<file path="src/otlmc_pkg.sv">
`timescale 1ns / 1ps
// otlmc_pkg: types, mode tables and constants for the off-time light mode controller
// no dependencies; used by offtime_light_mode_controller

package otlmc_pkg;

  localparam int SAVE_BYTES_DEF = 32;

  localparam int IN_DATA_W  = 24;
  localparam int OUT_DATA_W = 48;
  localparam int RES_W      = 44;

  localparam logic [7:0] LV_BATT   = 8'd253;
  localparam logic [7:0] LV_STROBE = 8'd254;

  localparam logic [3:0] HIDDEN_MODES   = 4'd3;
  localparam logic [3:0] SOLID_GROUP0   = 4'd7;
  localparam logic [3:0] SOLID_GROUP1   = 4'd4;
  localparam logic [3:0] STEPDOWN_MODE  = 4'd3;
  localparam logic [3:0] PRESS_MAX      = 4'd15;
  localparam logic [3:0] LOW_MAX        = 4'd15;

  localparam logic [7:0] CFG_SHORT_RST  = 8'd250;
  localparam logic [7:0] CFG_MEDIUM_RST = 8'd190;
  localparam logic [7:0] CFG_LOWBAT_RST = 8'd109;
  localparam logic [3:0] CFG_REPEAT_RST = 4'd8;

  typedef enum logic {
    OP_POWER_ON = 1'b0,
    OP_TICK     = 1'b1
  } opcode_e;

  typedef enum logic [2:0] {
    REG_MEMORY_ENABLE  = 3'd0,
    REG_SHORT_PRESS    = 3'd1,
    REG_MEDIUM_PRESS   = 3'd2,
    REG_LOW_BATTERY    = 3'd3,
    REG_LOW_REPEATS    = 3'd4
  } cfg_reg_e;

  typedef enum logic [1:0] {
    PWM_NONE  = 2'd0,
    PWM_PHASE = 2'd1,
    PWM_FAST  = 2'd2
  } pwm_mode_e;

  localparam logic [7:0] BIG_TAB [2][16] = '{
    '{8'd0, 8'd0, 8'd0, 8'd38, 8'd83, 8'd150, 8'd255, 8'd0,
      8'd253, 8'd254, 8'd255, 8'd0, 8'd0, 8'd0, 8'd0, 8'd0},
    '{8'd0, 8'd0, 8'd90, 8'd255, 8'd0, 8'd253, 8'd254, 8'd255,
      8'd0, 8'd0, 8'd0, 8'd0, 8'd0, 8'd0, 8'd0, 8'd0}
  };

  localparam logic [7:0] SMALL_TAB [2][16] = '{
    '{8'd3, 8'd20, 8'd128, 8'd0, 8'd0, 8'd0, 8'd255, 8'd0,
      8'd253, 8'd254, 8'd255, 8'd0, 8'd0, 8'd0, 8'd0, 8'd0},
    '{8'd20, 8'd160, 8'd0, 8'd255, 8'd0, 8'd253, 8'd254, 8'd255,
      8'd0, 8'd0, 8'd0, 8'd0, 8'd0, 8'd0, 8'd0, 8'd0}
  };

  localparam pwm_mode_e PWM_TAB [2][16] = '{
    '{PWM_PHASE, PWM_FAST, PWM_FAST, PWM_FAST, PWM_FAST, PWM_FAST, PWM_PHASE, PWM_NONE,
      PWM_PHASE, PWM_PHASE, PWM_PHASE, PWM_NONE, PWM_NONE, PWM_NONE, PWM_NONE, PWM_NONE},
    '{PWM_FAST, PWM_FAST, PWM_FAST, PWM_PHASE, PWM_NONE, PWM_PHASE, PWM_PHASE, PWM_PHASE,
      PWM_NONE, PWM_NONE, PWM_NONE, PWM_NONE, PWM_NONE, PWM_NONE, PWM_NONE, PWM_NONE}
  };

  localparam logic [7:0] BATT_STEPS [5] = '{8'd118, 8'd141, 8'd155, 8'd165, 8'd174};

  typedef struct packed {
    logic [7:0] main_level;
    logic [7:0] aux_level;
    logic       fast_pwm;
  } levels_t;

  // result beat, last member in the lowest bits
  typedef struct packed {
    logic [15:0] save_word;
    logic [4:0]  save_slot;
    logic        save_valid;
    logic        light_off;
    logic [2:0]  blink_count;
    logic        strobe_active;
    logic        fast_pwm;
    logic [7:0]  aux_level;
    logic [7:0]  main_level;
  } result_t;

  function automatic levels_t mode_levels(input logic grp, input logic [3:0] idx);
    levels_t lv;
    lv.main_level = BIG_TAB[grp][idx];
    lv.aux_level  = SMALL_TAB[grp][idx];
    lv.fast_pwm   = (PWM_TAB[grp][idx] == PWM_FAST) &&
                    ((lv.main_level != 8'd0) || (lv.aux_level != 8'd0));
    return lv;
  endfunction

  function automatic logic [15:0] save_word_of(input logic [3:0] mode, input logic grp,
                                               input logic [3:0] presses);
    return {presses, 3'b000, grp, 4'b0000, mode};
  endfunction

endpackage

</file>
<file path="src/offtime_light_mode_controller.sv">
`timescale 1ns / 1ps
// offtime_light_mode_controller: mode selection, tick handling and save slot tracking
// depends on otlmc_pkg
// an input beat passes through the input register, then the result register, to its result beat
// throughput: one event per cycle unless output stalls; state update is one short logic step
// a waiting result lets the input register take one more beat, then input stalls
// reset: mode, presses, group, low count and save position clear to zero, config to defaults

module offtime_light_mode_controller #(
  parameter int SAVE_BYTES = otlmc_pkg::SAVE_BYTES_DEF
) (
  input  logic                              clk_i,
  input  logic                              rst_ni,
  input  logic                              s_axis_tvalid,
  output logic                              s_axis_tready,
  // cap_level[7:0], voltage_valid[8], voltage_level[16:9], zero fill
  input  logic [otlmc_pkg::IN_DATA_W-1:0]   s_axis_tdata,
  // opcode[0]
  input  logic [0:0]                        s_axis_tuser,
  output logic                              m_axis_tvalid,
  input  logic                              m_axis_tready,
  // main_level[7:0], aux_level[15:8], fast_pwm[16], strobe_active[17], blink_count[20:18],
  // light_off[21], save_valid[22], save_slot[27:23], save_word[43:28], zero fill
  output logic [otlmc_pkg::OUT_DATA_W-1:0]  m_axis_tdata,
  input  logic                              cfg_valid_i,
  output logic                              cfg_ready_o,
  input  logic [2:0]                        cfg_addr_i,
  input  logic [7:0]                        cfg_data_i
);

  localparam int PosW = $clog2(SAVE_BYTES);
  localparam logic [PosW:0] SaveBytesW = (PosW + 1)'(SAVE_BYTES);

  function automatic logic [PosW-1:0] next_pos(input logic [PosW-1:0] pos);
    logic [PosW:0] sum;
    sum = {1'b0, pos} + (PosW + 1)'(2);
    if (sum >= SaveBytesW) begin
      sum = '0;
    end
    return sum[PosW-1:0];
  endfunction

  // config registers
  logic       mem_en_q;
  logic [7:0] short_thr_q, medium_thr_q, lowbat_thr_q;
  logic [3:0] repeats_q;

  // state
  logic [3:0]      mode_q, mode_d;
  logic [3:0]      presses_q, presses_d;
  logic            group_q, group_d;
  logic            act_group_q, act_group_d;
  logic [3:0]      low_cnt_q, low_cnt_d;
  logic [PosW-1:0] pos_q, pos_d;

  // input and result registers
  logic                     in_vld_q;
  otlmc_pkg::opcode_e       in_op_q;
  logic [7:0]               in_cap_q, in_volt_q;
  logic                     in_vvalid_q;
  logic                     out_vld_q;
  otlmc_pkg::result_t       res_q, res_d;

  logic advance, in_take;

  logic [3:0]        solid;
  logic [3:0]        step_mode;
  logic [7:0]        lvl;
  logic [2:0]        blinks;
  logic              saved;
  logic [15:0]       word;
  logic [PosW+4:0]   slot_ext;
  otlmc_pkg::levels_t lv;

  assign advance       = in_vld_q && (!out_vld_q || m_axis_tready);
  assign s_axis_tready = !in_vld_q || advance;
  assign in_take       = s_axis_tvalid && s_axis_tready;
  assign cfg_ready_o   = 1'b1;
  assign m_axis_tvalid = out_vld_q;
  assign m_axis_tdata  = {(otlmc_pkg::OUT_DATA_W - otlmc_pkg::RES_W)'(0), res_q};

  always_comb begin
    mode_d      = mode_q;
    presses_d   = presses_q;
    group_d     = group_q;
    act_group_d = act_group_q;
    low_cnt_d   = low_cnt_q;
    pos_d       = pos_q;
    res_d       = '0;
    saved       = 1'b0;
    word        = '0;
    solid       = '0;
    step_mode   = '0;
    lvl         = '0;
    blinks      = '0;
    lv          = '0;
    slot_ext    = '0;
    if (in_op_q == otlmc_pkg::OP_POWER_ON) begin
      act_group_d = group_q;
      low_cnt_d   = '0;
      solid       = act_group_d ? otlmc_pkg::SOLID_GROUP1 : otlmc_pkg::SOLID_GROUP0;
      if (in_cap_q > short_thr_q) begin
        mode_d = mode_q + 4'd1;
        if (mode_d >= solid) begin
          mode_d = '0;
        end
        if (presses_q != otlmc_pkg::PRESS_MAX) begin
          presses_d = presses_q + 4'd1;
        end
      end else if (in_cap_q > medium_thr_q) begin
        if (mode_q != 4'd0) begin
          mode_d = mode_q - 4'd1;
        end else begin
          mode_d = solid + otlmc_pkg::HIDDEN_MODES;
        end
        if (otlmc_pkg::PWM_TAB[act_group_d][mode_d] == otlmc_pkg::PWM_NONE) begin
          mode_d = '0;
        end
        presses_d = '0;
      end else begin
        presses_d = '0;
        if (!mem_en_q) begin
          mode_d = '0;
        end
      end
      pos_d = next_pos(pos_d);
      word  = otlmc_pkg::save_word_of(mode_d, group_d, presses_d);
      saved = 1'b1;
    end else begin
      lvl   = otlmc_pkg::BIG_TAB[act_group_q][mode_q];
      solid = act_group_q ? otlmc_pkg::SOLID_GROUP1 : otlmc_pkg::SOLID_GROUP0;
      if (presses_q == otlmc_pkg::PRESS_MAX) begin
        presses_d = '0;
        mode_d    = '0;
        group_d   = !group_q;
        pos_d     = next_pos(pos_d);
        word      = otlmc_pkg::save_word_of(mode_d, group_d, presses_d);
        saved     = 1'b1;
        res_d.blink_count = 3'd1;
      end else if (lvl == otlmc_pkg::LV_STROBE) begin
        res_d.main_level    = 8'd255;
        res_d.aux_level     = 8'd255;
        res_d.strobe_active = 1'b1;
      end else if (lvl == otlmc_pkg::LV_BATT) begin
        for (int k = 0; k < 5; k++) begin
          blinks = blinks + 3'(in_volt_q > otlmc_pkg::BATT_STEPS[k]);
        end
        res_d.blink_count = blinks;
      end else begin
        lv = otlmc_pkg::mode_levels(act_group_q, mode_q);
        res_d.main_level = lv.main_level;
        res_d.aux_level  = lv.aux_level;
        res_d.fast_pwm   = lv.fast_pwm;
        presses_d = '0;
        pos_d     = next_pos(pos_d);
        word      = otlmc_pkg::save_word_of(mode_d, group_d, presses_d);
        saved     = 1'b1;
      end
      if (in_vvalid_q) begin
        if (in_volt_q < lowbat_thr_q) begin
          if (low_cnt_q != otlmc_pkg::LOW_MAX) begin
            low_cnt_d = low_cnt_q + 4'd1;
          end
        end else begin
          low_cnt_d = '0;
        end
        if (low_cnt_d >= repeats_q) begin
          // step down one level, hidden modes fall back to a fixed solid mode
          if (mode_d >= solid) begin
            step_mode = otlmc_pkg::STEPDOWN_MODE;
          end else if (mode_d != 4'd0) begin
            step_mode = mode_d - 4'd1;
          end else begin
            step_mode = '0;
          end
          if (mode_d != 4'd0 || mode_d >= solid) begin
            lv = otlmc_pkg::mode_levels(act_group_q, step_mode);
            res_d.main_level = lv.main_level;
            res_d.aux_level  = lv.aux_level;
            res_d.fast_pwm   = lv.fast_pwm;
          end else begin
            res_d.main_level = '0;
            res_d.aux_level  = '0;
            res_d.fast_pwm   = 1'b0;
            res_d.light_off  = 1'b1;
          end
          mode_d    = step_mode;
          pos_d     = next_pos(pos_d);
          word      = otlmc_pkg::save_word_of(mode_d, group_d, presses_d);
          saved     = 1'b1;
          low_cnt_d = '0;
        end
      end
    end
    if (saved) begin
      slot_ext         = (PosW + 5)'(pos_d);
      res_d.save_valid = 1'b1;
      res_d.save_slot  = slot_ext[4:0];
      res_d.save_word  = word;
    end
  end

  always_ff @(posedge clk_i or negedge rst_ni) begin
    if (!rst_ni) begin
      mem_en_q     <= 1'b0;
      short_thr_q  <= otlmc_pkg::CFG_SHORT_RST;
      medium_thr_q <= otlmc_pkg::CFG_MEDIUM_RST;
      lowbat_thr_q <= otlmc_pkg::CFG_LOWBAT_RST;
      repeats_q    <= otlmc_pkg::CFG_REPEAT_RST;
    end else if (cfg_valid_i && cfg_ready_o) begin
      case (otlmc_pkg::cfg_reg_e'(cfg_addr_i))
        otlmc_pkg::REG_MEMORY_ENABLE: mem_en_q     <= cfg_data_i[0];
        otlmc_pkg::REG_SHORT_PRESS:   short_thr_q  <= cfg_data_i;
        otlmc_pkg::REG_MEDIUM_PRESS:  medium_thr_q <= cfg_data_i;
        otlmc_pkg::REG_LOW_BATTERY:   lowbat_thr_q <= cfg_data_i;
        otlmc_pkg::REG_LOW_REPEATS:   repeats_q    <= cfg_data_i[3:0];
        default: ;
      endcase
    end
  end

  always_ff @(posedge clk_i or negedge rst_ni) begin
    if (!rst_ni) begin
      mode_q      <= '0;
      presses_q   <= '0;
      group_q     <= 1'b0;
      act_group_q <= 1'b0;
      low_cnt_q   <= '0;
      pos_q       <= '0;
      in_vld_q    <= 1'b0;
      out_vld_q   <= 1'b0;
    end else begin
      if (in_take) begin
        in_vld_q <= 1'b1;
      end else if (advance) begin
        in_vld_q <= 1'b0;
      end
      if (advance) begin
        out_vld_q   <= 1'b1;
        mode_q      <= mode_d;
        presses_q   <= presses_d;
        group_q     <= group_d;
        act_group_q <= act_group_d;
        low_cnt_q   <= low_cnt_d;
        pos_q       <= pos_d;
      end else if (m_axis_tready) begin
        out_vld_q <= 1'b0;
      end
    end
  end

  // payload registers
  always_ff @(posedge clk_i) begin
    if (in_take) begin
      in_op_q     <= otlmc_pkg::opcode_e'(s_axis_tuser[0]);
      in_cap_q    <= s_axis_tdata[7:0];
      in_vvalid_q <= s_axis_tdata[8];
      in_volt_q   <= s_axis_tdata[16:9];
    end
    if (advance) begin
      res_q <= res_d;
    end
  end

`ifndef SYNTHESIS
  a_pos_in_range: assert property (@(posedge clk_i) disable iff (!rst_ni)
    {1'b0, pos_q} < SaveBytesW)
    else $error("save position out of range");

  a_pos_even: assert property (@(posedge clk_i) disable iff (!rst_ni)
    (SAVE_BYTES % 2 != 0) || !pos_q[0])
    else $error("save position odd");

  a_poweron_clears_low: assert property (@(posedge clk_i) disable iff (!rst_ni)
    advance && in_op_q == otlmc_pkg::OP_POWER_ON |=> low_cnt_q == 4'd0)
    else $error("low count not cleared on power-on");

  a_toggle_clears_presses: assert property (@(posedge clk_i) disable iff (!rst_ni)
    advance && in_op_q == otlmc_pkg::OP_TICK && presses_q == otlmc_pkg::PRESS_MAX
    |=> presses_q == 4'd0 && group_q != $past(group_q))
    else $error("group toggle did not take effect");

  a_off_dark: assert property (@(posedge clk_i) disable iff (!rst_ni)
    out_vld_q && res_q.light_off |-> res_q.main_level == 8'd0 && !res_q.fast_pwm
      && res_q.save_valid)
    else $error("shutdown result not dark or not saved");
`endif

endmodule
</file>
<file path="config.mk">
export PLATFORM = sky130hd
export DESIGN_NAME = offtime_light_mode_controller
export DESIGN_NICKNAME = d
export VERILOG_FILES = /design/src/otlmc_pkg.sv /design/src/offtime_light_mode_controller.sv
export SDC_FILE = /design/constraint.sdc
export NUM_CORES = 1
export LEC_CHECK = 0
export BUFFER_PORTS_ARGS = -buffer_cell sky130_fd_sc_hd__buf_2
export CORE_MARGIN = 3
export CORE_UTILIZATION = 30
export CTS_BUF_LIST = sky130_fd_sc_hd__clkbuf_8
export CTS_CLUSTER_SIZE = 12
export DETAILED_ROUTE_END_ITERATION = 12
export GPL_ROUTABILITY_DRIVEN = 1
export GPL_TIMING_DRIVEN = 0
export PLACE_DENSITY_LB_ADDON = 0.2
export SYNTH_ARGS = -nofsm -noshare
export SYNTH_HDL_FRONTEND = slang
export SYNTH_SLANG_ARGS = --single-unit
</file>
<file path="constraint.sdc">
create_clock -name clk_i -period 5.6 [get_ports clk_i]
set_input_delay 0.84 -clock clk_i [delete_from_list [all_inputs] [get_ports clk_i]]
set_output_delay 0.84 -clock clk_i [all_outputs]
set_load 0.1 [all_outputs]
</file>
==> metrics.md <==
| Metric | Value |
|---|---|
| DRC viols | 0 |
| Post-cts resize count | 0 |
| Startpoint Class | flip-flop |
| Worst-path clk slew | 0.12 ns |
| Hold Path Class | input port to async pin |
| First-pass GRT wire length | around 31000 µm |
| Maxcap violations | 0 |
| Clock net sink count | just over 100 |
| Initial core utilization | 30.91% |
| Root Buffer | clkbuf_8 |
| Max FO, Critical Path | 10 |
| Gate Count Post-Synth | roughly 770 |
| Largest cells by area after synthesis | edfxtp_1 (22%), dfrtp_1 (11%), ha_1 (9.7%) |
| Average cell area after synthesis | 9.287 µm² |
| Die X | 159.9 µm |
| Pwr Total | 3.980 mW |
| WP buf/inv | 3 |
| DIE AREA | 25560 µm² |
| Combinational group share of total power | about 60% |
| GRT overflow | 0 |
| Via density | 5.086 |
| Core area | between 20000 and 25000 µm² |
| Final instance area | between 8000 and 9000 µm² |
| Minimum clock period | approximately 5.0 ns |
| Storage cell area | 2865 µm² |
| Num rows | between 50 and 60 |
| Post-DP HPWL | 14290 µm |
| Pint | 2.010 mW |
| Sw Ratio | 49.50% |
| Via count | 5991 |
| Final ANT Viol Nets | 0 |
| DR pass1 iterations | 6 |
| H-tree Lvls | 3 |
| Sw Pwr | 1.970 mW |
| Hold Slack | around 0.37 ns |
| Number of global-route vias before repair | 5693 |
| Placed cell area | 7915 µm² |
| Post-Place Setup Slack | just under 0.7 ns |
| Slowest cell on the critical path | o21ai_0 |
| Crit path max-delay family | compound AO/OA/AOI/OAI gates |
| GRT Util Overall | 14.70% |
| F_max | 199.9 MHz |
| Status | complete, no violations |
| WS Path Type | flip-flop to flip-flop |
| Synth area leader | edfxtp_1 |
| Setup TNS Final | 0 ns |
| Slew @ Worst Pin | 0.9170 ns |
| Maximum number of pins on one net before global-route repair | slightly above 50 |
| Synth Flop Type | edfxtp_1 |
| Lkg Pwr | 3.426 nW |
| Area Growth Syn to Fin | 15.01% |
| Sequential-to-total area share from yosys stat | 40.33% |
| RSZ-0062 raised after global routing | no |
| # IOs | 92 |
| Die height | 159.9 µm |
| Worst Skew | 0.02709 ns |
| Worst setup EP type | flip-flop |
| CP required | 5.76 ns |
| Multi-input logic area | 3820 µm² |
| Post-Synthesis Cell Area | 7104 µm² |
| FILL cells | 2424 |
| Clk Latency, worst-skew pair | just under 0.4 ns |
| Period utilization | between 80% and 90% |
| Final slew viol count | 0 |
| Drt first-iter violations | roughly 510 |
| WL/cell | 16.17 µm |
| Post-synthesis register bit count | 103 |
| Setup bufs post-CTS | 0 |
| CP arrival | 5.16 ns |
| CTS buffer count | 9 |
| Layout cells sized above 1 | 19.08% |
| Synth warn | 0 |
| Initial antenna violation count | 1 |
| Worst setup margin | ~0.60 ns |
| Slew margin rel. | 38.87% |
| TritonCTS clock tree | done |
| Max incr delay on CP | 0.71 ns |
| Async SR Flop Fraction | between 40% and 50% |
| Clock power share | between 10% and 20% |
| Ant diodes | 0 |
| VDD IR-drop max | 0.0001782 V |
| Number of synthesized flops with an enable pin | 53 |
| Critical-path cell list | buf_2 > buf_1 > nand2_1 > ha_1 > nand2b_1 > a21oi_1 > o31a_1 > a21oi_1 > o21ai_0 > inv_1 > ha_1 > o21ai_0 > nor3_1 > a311o_1 > nor4_1 > a311o_1 > o21ai_1 |
| Max clock buf depth | 2 |
| Number of port buffers | 72 |
| Seq pwr share | 26.7% |
| Fin. Hold Viols | 0 |
| Distinct cell type count after synthesis | 81 |
| Final net count | 958 |
| # hold bufs at CTS | 0 |
| Final setup violation count | 0 |
| Synth top area share | 22.40% |
| Pwr Density | between 400 and 500 nW/µm² |
| RePlAce Congestion | 0.9140 |
| Final wirelength | roughly 19000 µm |
[registers in the layout, summed over array words and instances, names as in the netlist, 4 cells and up]
register,cells
m_axis_tdata,35
in_cap_q,8
in_volt_q,8
lowbat_thr_q,8
medium_thr_q,8
short_thr_q,8
pos_q,5
low_cnt_q,4
mode_q,4
presses_q,4
repeats_q,4
[area by class of cell]
| type | count | share of cell area [%] |
|---|---|---|
| inverter | 47 | 2.159 |
| clock inverter | 6 | 1.194 |
| tap | 313 | 4.793 |
| clock buffer | 10 | 1.685 |
| buffer | 53 | 3.446 |
| multi-input combinational | 572 | 46.75 |
| sequential | 103 | 35.07 |
| timing repair buffer | 74 | 4.900 |
[cells in the final DEF (no fill, tap or decap), drive strengths merged, types with 19 or more instances in the layout]
master and n:
nand2 72, inv 48, clkbuf 37, ha 55, edfxtp 53, o21ai 66, dfrtp 32, buf 100
a21oi 51, nor2 52, nor3 19
[metrics by stage]
stage | utilization [%] | std cells
2_1_floorplan | - | 775
3_3_place_gp | 34.34 | 1160
3_5_place_dp | 34.44 | 1161
4_1_cts | 35.46 | 1177
5_1_grt | 35.55 | 1178
6_report | 35.55 | 1178
[final timing paths]
kind                                       from                to  slack, ns  depth (start not counted)
worst max-delay path                  mode_q[0]  m_axis_tdata[16]       0.60                         17
worst min-delay path                     rst_ni          in_vld_q       0.37                          1
worst max register to register        mode_q[0]  m_axis_tdata[16]       0.60                         17
worst min register to register  medium_thr_q[4]   medium_thr_q[4]       0.51                          2
max in group asynchronous                rst_ni   lowbat_thr_q[6]       4.60                          2
min in group clk_i              medium_thr_q[4]   medium_thr_q[4]       0.51                          2
[power by group through the flow]
stage	Combinational, mW	Clock, mW	Sequential [mW]
after floorplan	1.47	0	1.41
after global placement	2.33	0	1.08
after detailed placement	2.33	0	1.08
after CTS	2.34	0.571	1.06
after global routing	2.58	0.601	1.08
final	2.37	0.549	1.06
[synth_stat cells, drive strengths merged, types with 3 or more instances]
cell	instances
a311oi	3
nor3	19
nand3b	5
mux2	16
nor2	52
edfxtp	53
nand3	18
nand4	5
and3b	3
nor4	11
o22ai	6
dfrtp	32
o31a	3
a31oi	14
o211ai	5
and3	12
nor2b	10
or3	5
o22a	4
a21o	11
nand2b	16
ha	55
dfstp	18
o21a	11
a22o	3
nand2	72
xnor2	5
mux2i	7
a21oi	51
a22oi	5
buf	26
o211a	3
o21ai	66
inv	45
a32o	4
and2	13
clkbuf	27
o31ai	6
a311o	3
a211o	4
[cell families after synthesis]
family	count (synthesis)	synth area share (%)
other cells	2	0.1057
mux	23	3.628
buf+inv	100	6.428
xor+xnor	7	0.8630
compound gates	223	20.62
simple gates	250	17.77
flops	103	40.33
fa+ha+maj	57	10.25
[per-layer routing]
layer	vias up	global-route usage, %	part of all wire [%]
met5	-	0	0.068
met4	2	4.103	2.4
met3	35	3.113	6.2
met2	236	22.62	42
met1	2766	20.95	49
li1	2952	-	-
Note: power is estimated with default switching activity, not from simulation.
